## src/rtl/febp_pkg.sv

```systemverilog
// Erase block planner package: item, result and configuration types and codes.
// No dependencies; used by every module of the planner.
`default_nettype none

package febp_pkg;

    // Flash geometry
    localparam int unsigned SECTOR_SHIFT   = 12;
    localparam int unsigned ADDR_W         = 24;
    localparam int unsigned COUNT_W        = 16;
    localparam int unsigned SECTORS_W      = 5;
    localparam logic [SECTORS_W-1:0] SECTORS_SMALL  = 5'd1;
    localparam logic [SECTORS_W-1:0] SECTORS_MEDIUM = 5'd8;
    localparam logic [SECTORS_W-1:0] SECTORS_LARGE  = 5'd16;

    // Input commands
    localparam logic CMD_START = 1'b0;
    localparam logic CMD_READY = 1'b1;

    // Result status codes
    localparam logic [1:0] ST_ISSUED     = 2'd0;
    localparam logic [1:0] ST_DONE       = 2'd1;
    localparam logic [1:0] ST_MISALIGNED = 2'd2;
    localparam logic [1:0] ST_BUSY       = 2'd3;

    // Configuration register indexes
    localparam logic [1:0] CFG_OP_SMALL  = 2'd0;
    localparam logic [1:0] CFG_OP_MEDIUM = 2'd1;
    localparam logic [1:0] CFG_OP_LARGE  = 2'd2;

    localparam logic [7:0] OP_SMALL_RESET = 8'h20;

    typedef struct packed {
        logic               cmd;
        logic [ADDR_W-1:0]  start_address;
        logic [COUNT_W-1:0] sector_count;
    } item_t;

    typedef struct packed {
        logic [7:0] op_small;
        logic [7:0] op_medium;
        logic [7:0] op_large;
    } cfg_t;

    typedef struct packed {
        logic                 has_result;
        logic [1:0]           status;
        logic [7:0]           opcode;
        logic [ADDR_W-1:0]    address;
        logic [SECTORS_W-1:0] sectors;
    } result_t;

endpackage

`default_nettype wire

```

## src/rtl/febp_step.sv

```systemverilog
// Erase block planner decision logic: one word in, job state update and result out.
// Purely combinational; depends on febp_pkg.
`default_nettype none

module febp_step #(
    parameter int unsigned ADDRESS_BITS = 24
) (
    input  febp_pkg::item_t                item,
    input  febp_pkg::cfg_t                 cfg,
    input  logic                           active,
    input  logic [ADDRESS_BITS-1:0]        addr,
    input  logic [febp_pkg::COUNT_W-1:0]   left,
    output logic                           active_next,
    output logic [ADDRESS_BITS-1:0]        addr_next,
    output logic [febp_pkg::COUNT_W-1:0]   left_next,
    output febp_pkg::result_t              result
);
    import febp_pkg::*;

    logic                    issue;
    logic [ADDRESS_BITS-1:0] base;
    logic [COUNT_W-1:0]      base_left;
    logic [ADDRESS_BITS-1:0] in_addr;
    logic                    use_large;
    logic                    use_medium;
    logic [SECTORS_W-1:0]    cmd_sectors;
    logic [7:0]              cmd_opcode;
    logic [ADDRESS_BITS-1:0] step_bytes;

    assign in_addr = item.start_address[ADDRESS_BITS-1:0];

    // Pick the block to erase from the job start or the running job
    always_comb
    begin
        issue       = 1'b0;
        active_next = active;
        base        = addr;
        base_left   = left;
        result      = '0;
        if (item.cmd == CMD_START) begin
            result.has_result = 1'b1;
            if (active) begin
                result.status = ST_BUSY;
            end else if (in_addr[SECTOR_SHIFT-1:0] != '0) begin
                result.status = ST_MISALIGNED;
            end else if (item.sector_count == '0) begin
                result.status = ST_DONE;
            end else begin
                issue       = 1'b1;
                active_next = 1'b1;
                base        = in_addr;
                base_left   = item.sector_count;
            end
        end else if (active) begin
            result.has_result = 1'b1;
            if (left == '0) begin
                active_next   = 1'b0;
                result.status = ST_DONE;
            end else begin
                issue = 1'b1;
            end
        end
        if (issue) begin
            result.status  = ST_ISSUED;
            result.opcode  = cmd_opcode;
            result.address = ADDR_W'(base);
            result.sectors = cmd_sectors;
        end
    end

    // Largest block that fits the alignment, the remaining count and the opcodes
    assign use_large  = (base_left >= COUNT_W'(SECTORS_LARGE)) && (base[15:0] == '0)
                        && (cfg.op_large != '0);
    assign use_medium = (base_left >= COUNT_W'(SECTORS_MEDIUM)) && (base[14:0] == '0)
                        && (cfg.op_medium != '0);

    always_comb
    begin
        if (use_large) begin
            cmd_opcode  = cfg.op_large;
            cmd_sectors = SECTORS_LARGE;
        end else if (use_medium) begin
            cmd_opcode  = cfg.op_medium;
            cmd_sectors = SECTORS_MEDIUM;
        end else begin
            cmd_opcode  = cfg.op_small;
            cmd_sectors = SECTORS_SMALL;
        end
    end

    // Advance address and count past the issued block, wrapping the address
    assign step_bytes = ADDRESS_BITS'({cmd_sectors, {SECTOR_SHIFT{1'b0}}});
    assign addr_next  = issue ? (base + step_bytes) : addr;
    assign left_next  = issue ? (base_left - COUNT_W'(cmd_sectors)) : left;

endmodule

`default_nettype wire

```

## src/rtl/flash_erase_block_planner_core.sv

```systemverilog
// An accepted word is held in the input register and its result is then loaded
// into the result register, where it waits until it is taken.
// Throughput: one word per cycle unless the result is stalled; the input register
// drains whenever the result register is empty or being taken in the same cycle.
// A ready word while idle gives no result. Configuration writes are always taken.
// Reset (rst_n low, asynchronous) empties both stages, idles the job and
// loads the opcode registers with their reset values.
`default_nettype none

module flash_erase_block_planner_core #(
    parameter int unsigned ADDRESS_BITS = 24
) (
    input  logic                            clk,
    input  logic                            rst_n,
    // input words
    input  logic                            in_valid,
    output logic                            in_stall,
    input  logic                            cmd,
    input  logic [febp_pkg::ADDR_W-1:0]     start_address,
    input  logic [febp_pkg::COUNT_W-1:0]    sector_count,
    // result words
    output logic                            out_valid,
    input  logic                            out_stall,
    output logic [1:0]                      status,
    output logic [7:0]                      erase_opcode,
    output logic [febp_pkg::ADDR_W-1:0]     erase_address,
    output logic [febp_pkg::SECTORS_W-1:0]  erase_sectors,
    // configuration writes
    input  logic                            cfg_valid,
    output logic                            cfg_ready,
    input  logic [1:0]                      cfg_index,
    input  logic [7:0]                      cfg_data
);
    import febp_pkg::*;

    logic                    s1_valid_reg;
    item_t                   s1_item_reg;
    cfg_t                    cfg_reg;
    logic                    job_active_reg;
    logic                    job_active_next;
    logic [ADDRESS_BITS-1:0] next_address_reg;
    logic [ADDRESS_BITS-1:0] next_address_next;
    logic [COUNT_W-1:0]      sectors_left_reg;
    logic [COUNT_W-1:0]      sectors_left_next;
    result_t                 step_result;
    result_t                 out_reg;
    logic                    out_valid_reg;
    logic                    advance;
    logic                    out_free;

    // Move the held word on when the result slot is free or being emptied
    assign out_free  = !out_valid_reg || !out_stall;
    assign advance   = s1_valid_reg && out_free;
    assign in_stall  = s1_valid_reg && !out_free;
    assign cfg_ready = 1'b1;

    // Capture the input word
    always_ff @(posedge clk or negedge rst_n)
    begin
        if (!rst_n) begin
            s1_valid_reg <= 1'b0;
        end else if (!in_stall) begin
            s1_valid_reg <= in_valid;
        end
    end

    always_ff @(posedge clk)
    begin
        if (in_valid && !in_stall) begin
            s1_item_reg <= '{cmd: cmd, start_address: start_address,
                             sector_count: sector_count};
        end
    end

    // Opcode registers
    always_ff @(posedge clk or negedge rst_n)
    begin
        if (!rst_n) begin
            cfg_reg.op_small  <= OP_SMALL_RESET;
            cfg_reg.op_medium <= '0;
            cfg_reg.op_large  <= '0;
        end else if (cfg_valid && cfg_ready) begin
            unique case (cfg_index)
                CFG_OP_SMALL:  cfg_reg.op_small  <= cfg_data;
                CFG_OP_MEDIUM: cfg_reg.op_medium <= cfg_data;
                CFG_OP_LARGE:  cfg_reg.op_large  <= cfg_data;
                default: ;
            endcase
        end
    end

    febp_step #(
        .ADDRESS_BITS (ADDRESS_BITS)
    ) u_step (
        .item        (s1_item_reg),
        .cfg         (cfg_reg),
        .active      (job_active_reg),
        .addr        (next_address_reg),
        .left        (sectors_left_reg),
        .active_next (job_active_next),
        .addr_next   (next_address_next),
        .left_next   (sectors_left_next),
        .result      (step_result)
    );

    // Update the job state as the word passes through
    always_ff @(posedge clk or negedge rst_n)
    begin
        if (!rst_n) begin
            job_active_reg   <= 1'b0;
            next_address_reg <= '0;
            sectors_left_reg <= '0;
        end else if (advance) begin
            job_active_reg   <= job_active_next;
            next_address_reg <= next_address_next;
            sectors_left_reg <= sectors_left_next;
        end
    end

    // Result register: load on advance, drop when taken
    always_ff @(posedge clk or negedge rst_n)
    begin
        if (!rst_n) begin
            out_valid_reg <= 1'b0;
        end else if (out_free) begin
            out_valid_reg <= advance && step_result.has_result;
        end
    end

    always_ff @(posedge clk)
    begin
        if (advance && step_result.has_result) begin
            out_reg <= step_result;
        end
    end

    assign out_valid     = out_valid_reg;
    assign status        = out_reg.status;
    assign erase_opcode  = out_reg.opcode;
    assign erase_address = out_reg.address;
    assign erase_sectors = out_reg.sectors;

endmodule

`default_nettype wire

```

## config.mk

```make
export PLATFORM = sky130hd
export DESIGN_NAME = flash_erase_block_planner_core
export DESIGN_NICKNAME = d
export VERILOG_FILES = /design/src/rtl/febp_pkg.sv /design/src/rtl/febp_step.sv /design/src/rtl/flash_erase_block_planner_core.sv
export SDC_FILE = /design/constraint.sdc
export NUM_CORES = 1
export LEC_CHECK = 0
export BUFFER_PORTS_ARGS = -buffer_cell sky130_fd_sc_hd__buf_2
export CORE_MARGIN = 5
export CORE_UTILIZATION = 50
export DETAILED_ROUTE_END_ITERATION = 12
export GPL_TIMING_DRIVEN = 0
export PLACE_DENSITY = 0.69
export SLEW_MARGIN = 0
export SYNTH_ARGS = -nofsm -noshare
export SYNTH_HDL_FRONTEND = slang
export SYNTH_HIERARCHICAL = 1
export SYNTH_SLANG_ARGS = --single-unit
```

## constraint.sdc

```tcl
create_clock -name clk -period 11.8 [get_ports clk]
set_input_delay 1.18 -clock clk [delete_from_list [all_inputs] [get_ports clk]]
set_output_delay 1.18 -clock clk [all_outputs]
set_load 0.01 [all_outputs]
```

==> flow_summary_export.csv, run 1 <==
group,metric,value,unit
yosys,yosys.area_share.simple,15.4,%
clocking,clock_latency,430,ps
status,status,"completed",
floorplanning,dieArea,17000,um2
critical_path,required,12170,ps
clocking,cts.sink_count,147,
critical_path,worstPathArrival,6320,ps
yosys,syn_area,7250,um2
timing,fmax,168,MHz
yosys,syn_avg_cell_area,12.0,um2
critical_path,cp_max_fo,10,
timing,finalCritPeriodShare,50.4,%
timing,setup_violations,0,
timing,slew_headroom,32.2,%
floorplanning,fp.dieH,130,um
clocking,postCtsSetupRepairBufs,0,
layout,final_common_cell,"buf_2",
placed_design,port_buffers,96,
layout,antenna_cells,0,
timing,drv_slew,0,
routing,vias,5232,
yosys,synthXorXnorAreaFrac,3.38,%
floorplanning,die_w,130,um
yosys,synthTopCellsByArea,"edfxtp_1, dfrtp_1, mux2_2, nand2_1, and2_1",
clocking,cts_hold_buffers,0,
yosys,synth_fa_ha_area_share,1.38,%
critical_path,end_kind,"flip-flop",
timing,hold_ws,510,ps
routing,finalWirelength,16.7,mm
critical_path,cp_slowest_stage_delay,870,ps
clocking,cts_resized,0,
critical_path,crit_chain,"nor4_4 > nand4_4 > a21oi_2 > clkbuf_1 > buf_1 > clkbuf_1 > mux2i_1 > ha_1 > inv_1 > o311ai_0 > nand3_1 > nor3_1 > mux2_2 > a21oi_1 > mux2_2",
routing,drt_iter0_drc,400,
routing,vias_per_cell,5.71,
yosys,yosys.area.top_type,"edfxtp_1",
layout,n_fill_cell,1163,
critical_path,critical_path_class,"reg -> reg",
yosys,synth_top_flop_cell,"edfxtp_1",
clocking,clk_pin_slew,60,ps
yosys,synth_top_family_by_area,"simple AND/OR/NAND/NOR gates",
clocking,numCtsBuffers,17,
yosys,synthMuxAreaShare,12.1,%
placed_design,gp_congestion,0.938,
yosys,yosys_warnings,6,
timing,hold_viol,0,
timing,rsz0062_at_grt,"false",
timing,tightest_slew,1000,ps
layout,nNetsFinal,783,
layout,layout_common_cells,"buf_2, edfxtp_1, mux2_2",
critical_path,crit_family,"buffers and inverters",
routing,ant_nets,0,
critical_path,rrSetupSlack,5850,ps
yosys,synth_edf_count,80,
clocking,clock_path_buffers,2,
global_routing,antenna_found_initial,0,
yosys,async_flop_share,45.6,%
yosys,synth_top_area_share,33.1,%
global_routing,grt_max_degree,68,
clocking,cts_tree,"done",
floorplanning,core,14400,um2
power_and_ir_drop,p_leak,3.64,nW
global_routing,grt_pass1_vias,5264,
critical_path,crit_buf_inv,4,
routing,dr.pass1.iters,5,
min_path,hp-class,"reg -> reg",
yosys,synth.distinct_cells,60,
layout,largest_register_ffs,41,
job,cap_violations,0,
clocking,h-tree-depth,4,
yosys,synth_compound_area_share,8.77,%
floorplanning,boundaryPins,98,
floorplanning,start_util,50.4,%
layout,drive_gt1_share,30.5,%
floorplanning,rows,44,
yosys,yosysSeqAreaShare,56.3,%
layout,area_growth_syn_to_layout,19.3,%
clocking,root_buffer,"clkbuf_16",
power_and_ir_drop,irDropWorstVdd,98.5,uV
yosys,synth_cells,602,
timing,period_needed,5950,ps
global_routing,grt-ovfl-total,0,
power_and_ir_drop,power_density,158,nW/um2
placed_design,dp_hpwl,11.9,mm
critical_path,cpMaxStageDelayCell,"o311ai_0",
routing,wl_per_cell,18.2,um
yosys,yosys_register_bits,147,
timing,finClkSkew,8.13,ps
routing,route.detailed.drc,0,
timing,timing.setup.tns,0,ps
global_routing,grt_pass1_wl,26.9,mm
global_routing,track_usage,20.5,%
critical_path,worstSetupStartpointType,"flip-flop",
-- synthesized netlist by cell type, types with 5 or more instances --
cell / instances
a211oi_1: 9
a21oi_1: 22
a22oi_1: 10
a31oi_1: 5
and2_1: 29
buf_4: 8
clkbuf_1: 16
dfrtp_1: 66
edfxtp_1: 80
ha_1: 8
inv_1: 8
mux2_2: 68
mux2i_1: 11
nand2_1: 54
nand3_1: 12
nand4_1: 7
nor2_1: 48
nor3_1: 23
nor4_1: 12
o211ai_1: 6
o21ai_0: 8
xnor2_1: 18
xor2_1: 10
-- worst paths after layout --
check                                               start                         endpoint  cells after the start
worst max-delay path            s1_item_reg[23]$_DFFE_PP_  sectors_left_reg[9]$_DFFE_PN0P_                     15
worst min-delay path              cfg_reg[16]$_DFFE_PN0P_          cfg_reg[16]$_DFFE_PN0P_                      1
worst max register to register  s1_item_reg[23]$_DFFE_PP_  sectors_left_reg[9]$_DFFE_PN0P_                     15
worst min register to register    cfg_reg[16]$_DFFE_PN0P_          cfg_reg[16]$_DFFE_PN0P_                      1
max in group asynchronous                           rst_n  sectors_left_reg[6]$_DFFE_PN0P_                      1
min in group asynchronous                           rst_n  next_address_reg[8]$_DFFE_PN0P_                      1
-- layout make-up --
type | count | area, um2 | share of cell area (%)
Tap cell | 184 | 230 | 2.66
Timing Repair Buffer | 97 | 503 | 5.82
Inverter | 8 | 30.0 | 0.347
Buffer | 30 | 155 | 1.79
Clock buffer | 24 | 534 | 6.18
Sequential cell | 147 | 4080 | 47.2
Clock inverter | 8 | 118 | 1.36
Multi-Input combinational cell | 418 | 3000 | 34.7
-- metrics by stage --
step | utilization [%] | setup WS, ps | instances | instance area (um2) | total power, mW
floorplan | - | 7440 | 603 | 7250 | 0.729
global placement | 55.4 | 5990 | 883 | 7960 | 0.782
detailed placement | 55.7 | 6000 | 884 | 8000 | 0.789
CTS | 60.2 | 5920 | 916 | 8650 | 1.37
global route | 60.2 | 5520 | 916 | 8650 | 1.42
finish | 60.2 | 5850 | 916 | 8650 | 1.36
-- cell families (layout without fill, tap and decap cells) --
kind of cell | after synthesis | count (layout)
AOI/OAI and AO/OA | 89 | 89
xor gates and xnor gates | 28 | 28
adders and majority gates | 8 | 8
buffers and inverters | 38 | 167
DFF | 147 | 147
muxes | 79 | 79
other | 2 | 3
and+or+nand+nor | 211 | 211
-- power breakdown --
part	internal (mW)	total [mW]	leakage [nW]	switching (mW)
Sequential	0.580	0.604	1.64	0.0237
Clock	0.379	0.583	0.324	0.204
Combinational	0.0752	0.176	1.68	0.101
Total	1.03	1.36	3.64	0.329
-- metal layers --
layer	track usage (%)	wire, um
met2	32.8	8040
met4	6.96	264
met3	5.08	1190
met5	0	0
met1	27.6	7220
-- worst reg2reg max path: stages (launching register included) --
cell	delay, ps
edfxtp_1	410
nor4_4	380
nand4_4	230
a21oi_2	480
clkbuf_1	490
buf_1	470
clkbuf_1	600
mux2i_1	270
ha_1	210
inv_1	60
o311ai_0	870
nand3_1	440
nor3_1	310
mux2_2	360
a21oi_1	130
mux2_2	170
Note: power is estimated with default switching activity, not from simulation.
==> run 2: changes to the inputs <==
clock period = 5.6 ns   (was 11.8 ns; I/O delays follow)
==> run 2 against run 1 <==
Sequential share of layout area decreased by 0.055 points. Die area unchanged. Clock skew decreased by 0.99 ps. Setup slack got worse by 5500 ps. Final cell count unchanged. Register-to-register slack got worse by 5500 ps. Core utilization increased by 0.070 points.
==> flow_summary_export.csv, run 2 (synthesis gave the netlist of run 1 again) <==
group,metric,value,unit
status,status,"completed",
clocking,cts.sink_count,147,
placed_design,gp_congestion,0.938,
floorplanning,start_util,50.4,%
critical_path,reg2regPathDepth,18,
critical_path,rrSetupSlack,300,ps
routing,vias,5217,
floorplanning,rows,44,
clocking,h-tree-depth,4,
layout,seq_area,4080,um2
global_routing,grt_pass1_wl,26.9,mm
clocking,root_buffer,"clkbuf_16",
layout,final_common_cell,"buf_2",
power_and_ir_drop,power_density,332,nW/um2
placed_design,dp_hpwl,11.9,mm
routing,vias_per_cell,5.70,
critical_path,end_kind,"flip-flop",
timing,drv_slew,0,
layout,layout_common_cells,"buf_2, edfxtp_1, mux2_2",
clocking,cts_tree,"done",
critical_path,critical_path_class,"reg -> reg",
floorplanning,boundaryPins,98,
floorplanning,fp.dieH,130,um
floorplanning,core,14400,um2
layout,largest_register_ffs,41,
power_and_ir_drop,p_leak,3.65,nW
global_routing,grt_max_degree,68,
critical_path,timing.rr.start,"s1_item_reg[23]$_DFFE_PP_",
layout,antenna_cells,0,
layout,n_fill_cell,1168,
routing,drt_iter0_drc,407,
clocking,clock_path_buffers,2,
timing,finalCritPeriodShare,94.6,%
layout,postLayoutCellArea,8660,um2
clocking,postCtsSetupRepairBufs,0,
clocking,clock_latency,430,ps
timing,slew_headroom,33.9,%
timing,rsz0062_at_grt,"false",
routing,wl_per_cell,18.2,um
job,cap_violations,0,
global_routing,track_usage,20.5,%
global_routing,antenna_found_initial,0,
power_and_ir_drop,irDropWorstVdd,207,uV
routing,dr.pass1.iters,5,
placed_design,place_area,8000,um2
critical_path,worstSetupStartpointType,"flip-flop",
critical_path,required,5970,ps
min_path,hp-class,"in -> async",
critical_path,setup.worst_path.end,"sectors_left_reg[10]$_DFFE_PN0P_",
clocking,clk_pin_slew,60,ps
clocking,cts_hold_buffers,0,
clocking,numCtsBuffers,17,
timing,timing.setup.tns,0,ps
timing,fmax,189,MHz
timing,hold_viol,0,
routing,route.detailed.drc,0,
timing,period_needed,5300,ps
clocking,cts_resized,1,
critical_path,crit_start,"s1_item_reg[23]$_DFFE_PP_",
routing,finalWirelength,16.7,mm
placed_design,port_buffers,96,
routing,ant_nets,0,
global_routing,grt_pass1_vias,5264,
critical_path,r2r_end,"sectors_left_reg[10]$_DFFE_PN0P_",
floorplanning,die_w,130,um
timing,setup_violations,0,
critical_path,cp_max_fo,10,
global_routing,grt-ovfl-total,0,
timing,tightest_slew,991,ps
floorplanning,dieArea,17000,um2
timing,finClkSkew,7.14,ps
layout,area_growth_syn_to_layout,19.5,%
layout,drive_gt1_share,30.9,%
layout,multiInputGateArea,3010,um2
layout,nNetsFinal,783,
critical_path,worstPathArrival,5670,ps
run 2: cell types whose count changed in the layout (fill, tap and decap cells not counted):
cell,before,now
clkbuf_1,17,15
clkbuf_2,0,2
o311ai_0,2,1
o311ai_2,0,1
run 2: per-stage QoR:
| step | setup WS, ps | hold slack [ps] | std cells | total power, mW | utilization (%) |
|---|---|---|---|---|---|
| finish | 301 | 262 | 916 | 2.87 | 60.3 |
| global route | 11.6 | 287 | 916 | 2.99 | 60.3 |
| CTS | 1.91 | 291 | 916 | 2.89 | 60.2 |
| detailed placement | -199 | 497 | 884 | 1.66 | 55.7 |
| global placement | -208 | 492 | 883 | 1.65 | 55.4 |
| floorplan | 1240 | 264 | 603 | 1.54 | - |
run 2: worst min-delay path by stage:
| stage | startpoint | depth (start not counted) | end | slack [ps] |
|---|---|---|---|---|
| detailed placement | cfg_reg[16]$_DFFE_PN0P_ | 1 | cfg_reg[16]$_DFFE_PN0P_ | 500 |
| global route | start_address[11] | 1 | s1_item_reg[27]$_DFFE_PP_ | 290 |
| CTS | rst_n | 1 | next_address_reg[7]$_DFFE_PN0P_ | 290 |
| floorplan | rst_n | 0 | cfg_reg[0]$_DFFE_PN0P_ | 260 |
| finish | rst_n | 1 | next_address_reg[8]$_DFFE_PN0P_ | 260 |
| global placement | cfg_reg[16]$_DFFE_PN0P_ | 1 | cfg_reg[16]$_DFFE_PN0P_ | 490 |
run 2: critical path, cell delays in order, from the launching register on:
cell,delay [ps]
edfxtp_1,410
nor4_4,380
nand4_4,230
a21oi_2,490
clkbuf_2,360
a21oi_1,110
nand4_1,150
clkbuf_1,420
inv_1,130
a21oi_1,290
ha_1,250
ha_1,230
nand2b_1,80
a221o_1,360
a211oi_4,470
nand2_2,140
or4_1,410
a31oi_1,160
mux2_2,160
run 2: layer usage:
metal | share of wire, % | up-vias | routed length (um) | track usage [%]
met3 | 7.4 | 35 | 1230 | 5.08
met1 | 43 | 2512 | 7150 | 27.6
li1 | - | 2460 | - | -
met5 | 0 | - | 0 | 0
met4 | 1.8 | 0 | 304 | 6.96
met2 | 48 | 210 | 7990 | 32.8
run 2: final cells by class:
type / count / share of cell area (%)
clock buffers: 24 / 6.17
inverters: 8 / 0.347
flip-flops and latches: 147 / 47.1
repair buffers: 97 / 5.81
plain buffers: 30 / 1.82
multi-input cells: 418 / 34.7
well taps: 184 / 2.66
clock inverters: 8 / 1.36
run 2: power breakdown:
group | total (mW) | switching, mW | internal [mW] | leakage [nW]
combinational | 0.376 | 0.215 | 0.161 | 1.69
sequential | 1.27 | 0.0496 | 1.22 | 1.64
clock | 1.23 | 0.427 | 0.798 | 0.324
==> run 3: changes to the inputs <==
CORE_UTILIZATION = 58   (was 50)
PLACE_DENSITY = 0.78   (was 0.69)
RECOVER_POWER = 25   (was unset)
==> run 3 against run 2 <==
The flow now finishes with violations (capacitance limit, slew limit). Non-clock buffer count did not move. Sequential share of layout area rose by 0.66 points. Core utilization rose by 10 points. Global-route usage rose by 2.9 points. Critical path type unchanged. Largest cell class unchanged. Largest power group unchanged. Highest routed layer unchanged.
==> flow_summary_export.csv, run 3 (synthesis gave the netlist of run 1 again) <==
group,metric,value,unit
timing,rsz0062_at_grt,"false",
global_routing,grt-ovfl-total,0,
timing,timing.setup.tns,0,ps
timing,tightest_slew,3670,ps
critical_path,path_common_cell,"a21oi_1",
clocking,postCtsSetupRepairBufs,0,
clocking,clk_pin_slew,60,ps
placed_design,gp_congestion,0.913,
critical_path,setup.worst_path.end,"sectors_left_reg[11]$_DFFE_PN0P_",
floorplanning,rows,40,
routing,wl_met3,966,um
timing,drv_slew,68,
min_path,min_path_cells,1,
critical_path,timing.rr.start,"s1_item_reg[16]$_DFFE_PP_",
routing,route.detailed.drc,0,
placed_design,dp_hpwl,11.5,mm
clocking,cts.sink_count,147,
power_and_ir_drop,irDropWorstVdd,235,uV
power_and_ir_drop,power_density,317,nW/um2
layout,area_growth_syn_to_layout,17.8,%
placed_design,port_buffers,96,
timing,setup_violations,0,
critical_path,crit_chain,"nor4_4 > nand4_4 > a21oi_4 > clkbuf_2 > a21oi_1 > nand4_1 > clkbuf_1 > inv_1 > a21oi_1 > ha_1 > inv_1 > o311ai_1 > nand3_1 > nor3_1 > mux2_2 > a21oi_1 > mux2_2",
critical_path,crit_family,"compound AO/OA/AOI/OAI gates",
floorplanning,start_util,59.8,%
layout,antenna_cells,0,
timing,fmax,189,MHz
global_routing,track_usage,23.4,%
critical_path,cp_max_fo,10,
layout,fin_cells,900,
global_routing,grt_pass1_wl,26.6,mm
clocking,cts_hold_buffers,0,
routing,highest_layer,"met4",
routing,wl_met2,8.10,mm
clocking,clock_path_buffers,2,
layout,layout_common_cells,"buf_2, edfxtp_1, mux2_2",
floorplanning,dieArea,14800,um2
critical_path,crit_buf_inv,4,
critical_path,cp_slowest_stage_delay,590,ps
critical_path,worstSetupStartpointType,"flip-flop",
routing,dr.pass1.iters,5,
layout,final_common_cell,"buf_2",
status,violations,"capacitance limit, slew limit",
placed_design,place_ws,-119,ps
floorplanning,fp.dieH,122,um
routing,finalWirelength,16.3,mm
clocking,root_buffer,"clkbuf_16",
min_path,hp-class,"in -> reg",
status,status,"complete, but fails checks",
clocking,clock_latency,430,ps
placed_design,dp.cells,868,
critical_path,required,5970,ps
timing,finClkSkew,8.19,ps
routing,vias_per_cell,5.78,
layout,largest_register_ffs,41,
routing,drt_iter0_drc,458,
timing,finalCritPeriodShare,94.3,%
floorplanning,die_w,122,um
routing,ant_nets,0,
critical_path,r2r_end,"sectors_left_reg[11]$_DFFE_PN0P_",
layout,drive_gt1_share,30.2,%
clocking,numCtsBuffers,17,
critical_path,reg2regPathDepth,17,
global_routing,antenna_found_initial,0,
critical_path,end_kind,"flip-flop",
floorplanning,core,12100,um2
routing,wl_per_cell,18.1,um
timing,slew_headroom,-145,%
critical_path,critical_path_class,"reg -> reg",
job,cap_violations,1,
power_and_ir_drop,p_leak,3.59,nW
global_routing,grt_max_degree,68,
clocking,h-tree-depth,4,
floorplanning,boundaryPins,98,
layout,nNetsFinal,783,
critical_path,worstPathArrival,5650,ps
timing,hold_viol,0,
routing,met1_length,6.86,mm
critical_path,crit_start,"s1_item_reg[16]$_DFFE_PP_",
critical_path,rrSetupSlack,320,ps
critical_path,cpMaxStageDelayCell,"o311ai_1",
routing,vias,5204,
global_routing,grt_pass1_vias,5254,
critical_path,path_depth,17,
timing,worst_slack,319,ps
timing,period_needed,5280,ps
clocking,cts_tree,"done",
-- run 3: what timing repair did --
action,4_1_cts,5_1_grt
resized for setup,1,5
cloned,0,0
endpoints found under the setup margin,3,7
-- run 3: per-layer routing --
metal | vias to the layer above | global-route usage (%)
met4 | 0 | 9.38
met5 | - | 0
li1 | 2461 | -
met1 | 2535 | 29.6
met2 | 177 | 39.0
met3 | 31 | 5.57
-- run 3: per-stage QoR --
stage / utilization [%] / cell area, um2 / power (mW) / hold slack (ps)
global route: 70.5 / 8540 / 2.82 / 284
finish: 70.5 / 8540 / 2.71 / 300
detailed placement: 65.9 / 7980 / 1.66 / 498
CTS: 70.5 / 8540 / 2.73 / 274
floorplan: - / 7250 / 1.54 / 264
global placement: 65.6 / 7940 / 1.64 / 491
-- run 3: worst register-to-register path, cell delays in order (launching register included) --
cell	delay, ps
edfxtp_1	400
nor4_4	370
nand4_4	230
a21oi_4	360
clkbuf_2	350
a21oi_1	120
nand4_1	170
clkbuf_1	420
inv_1	150
a21oi_1	370
ha_1	250
inv_1	60
o311ai_1	590
nand3_1	400
nor3_1	340
mux2_2	360
a21oi_1	120
mux2_2	160
-- run 3: cell type report --
type | instances | area (um2)
flip-flops and latches | 147 | 4080
clock inverters | 9 | 80.1
well taps | 168 | 210
plain buffers | 30 | 158
fillers | 942 | 3570
inverters | 8 | 30.0
clock buffers | 23 | 478
multi-input cells | 418 | 3010
repair buffers | 97 | 498
-- run 3: worst min path at each step --
stage,start,end,slack (ps)
3_3_place_gp,cfg_reg[23]$_DFFE_PN0P_,cfg_reg[23]$_DFFE_PN0P_,490
6_report,sector_count[6],s1_item_reg[6]$_DFFE_PP_,300
5_1_grt,start_address[6],s1_item_reg[22]$_DFFE_PP_,280
2_1_floorplan,rst_n,cfg_reg[0]$_DFFE_PN0P_,260
4_1_cts,rst_n,next_address_reg[10]$_DFFE_PN0P_,270
3_5_place_dp,cfg_reg[20]$_DFFE_PN0P_,cfg_reg[20]$_DFFE_PN0P_,500
-- run 3: report_power, final --
part / internal (mW) / switching (mW)
logic: 0.158 / 0.215
registers: 1.22 / 0.0498
clock network: 0.641 / 0.424
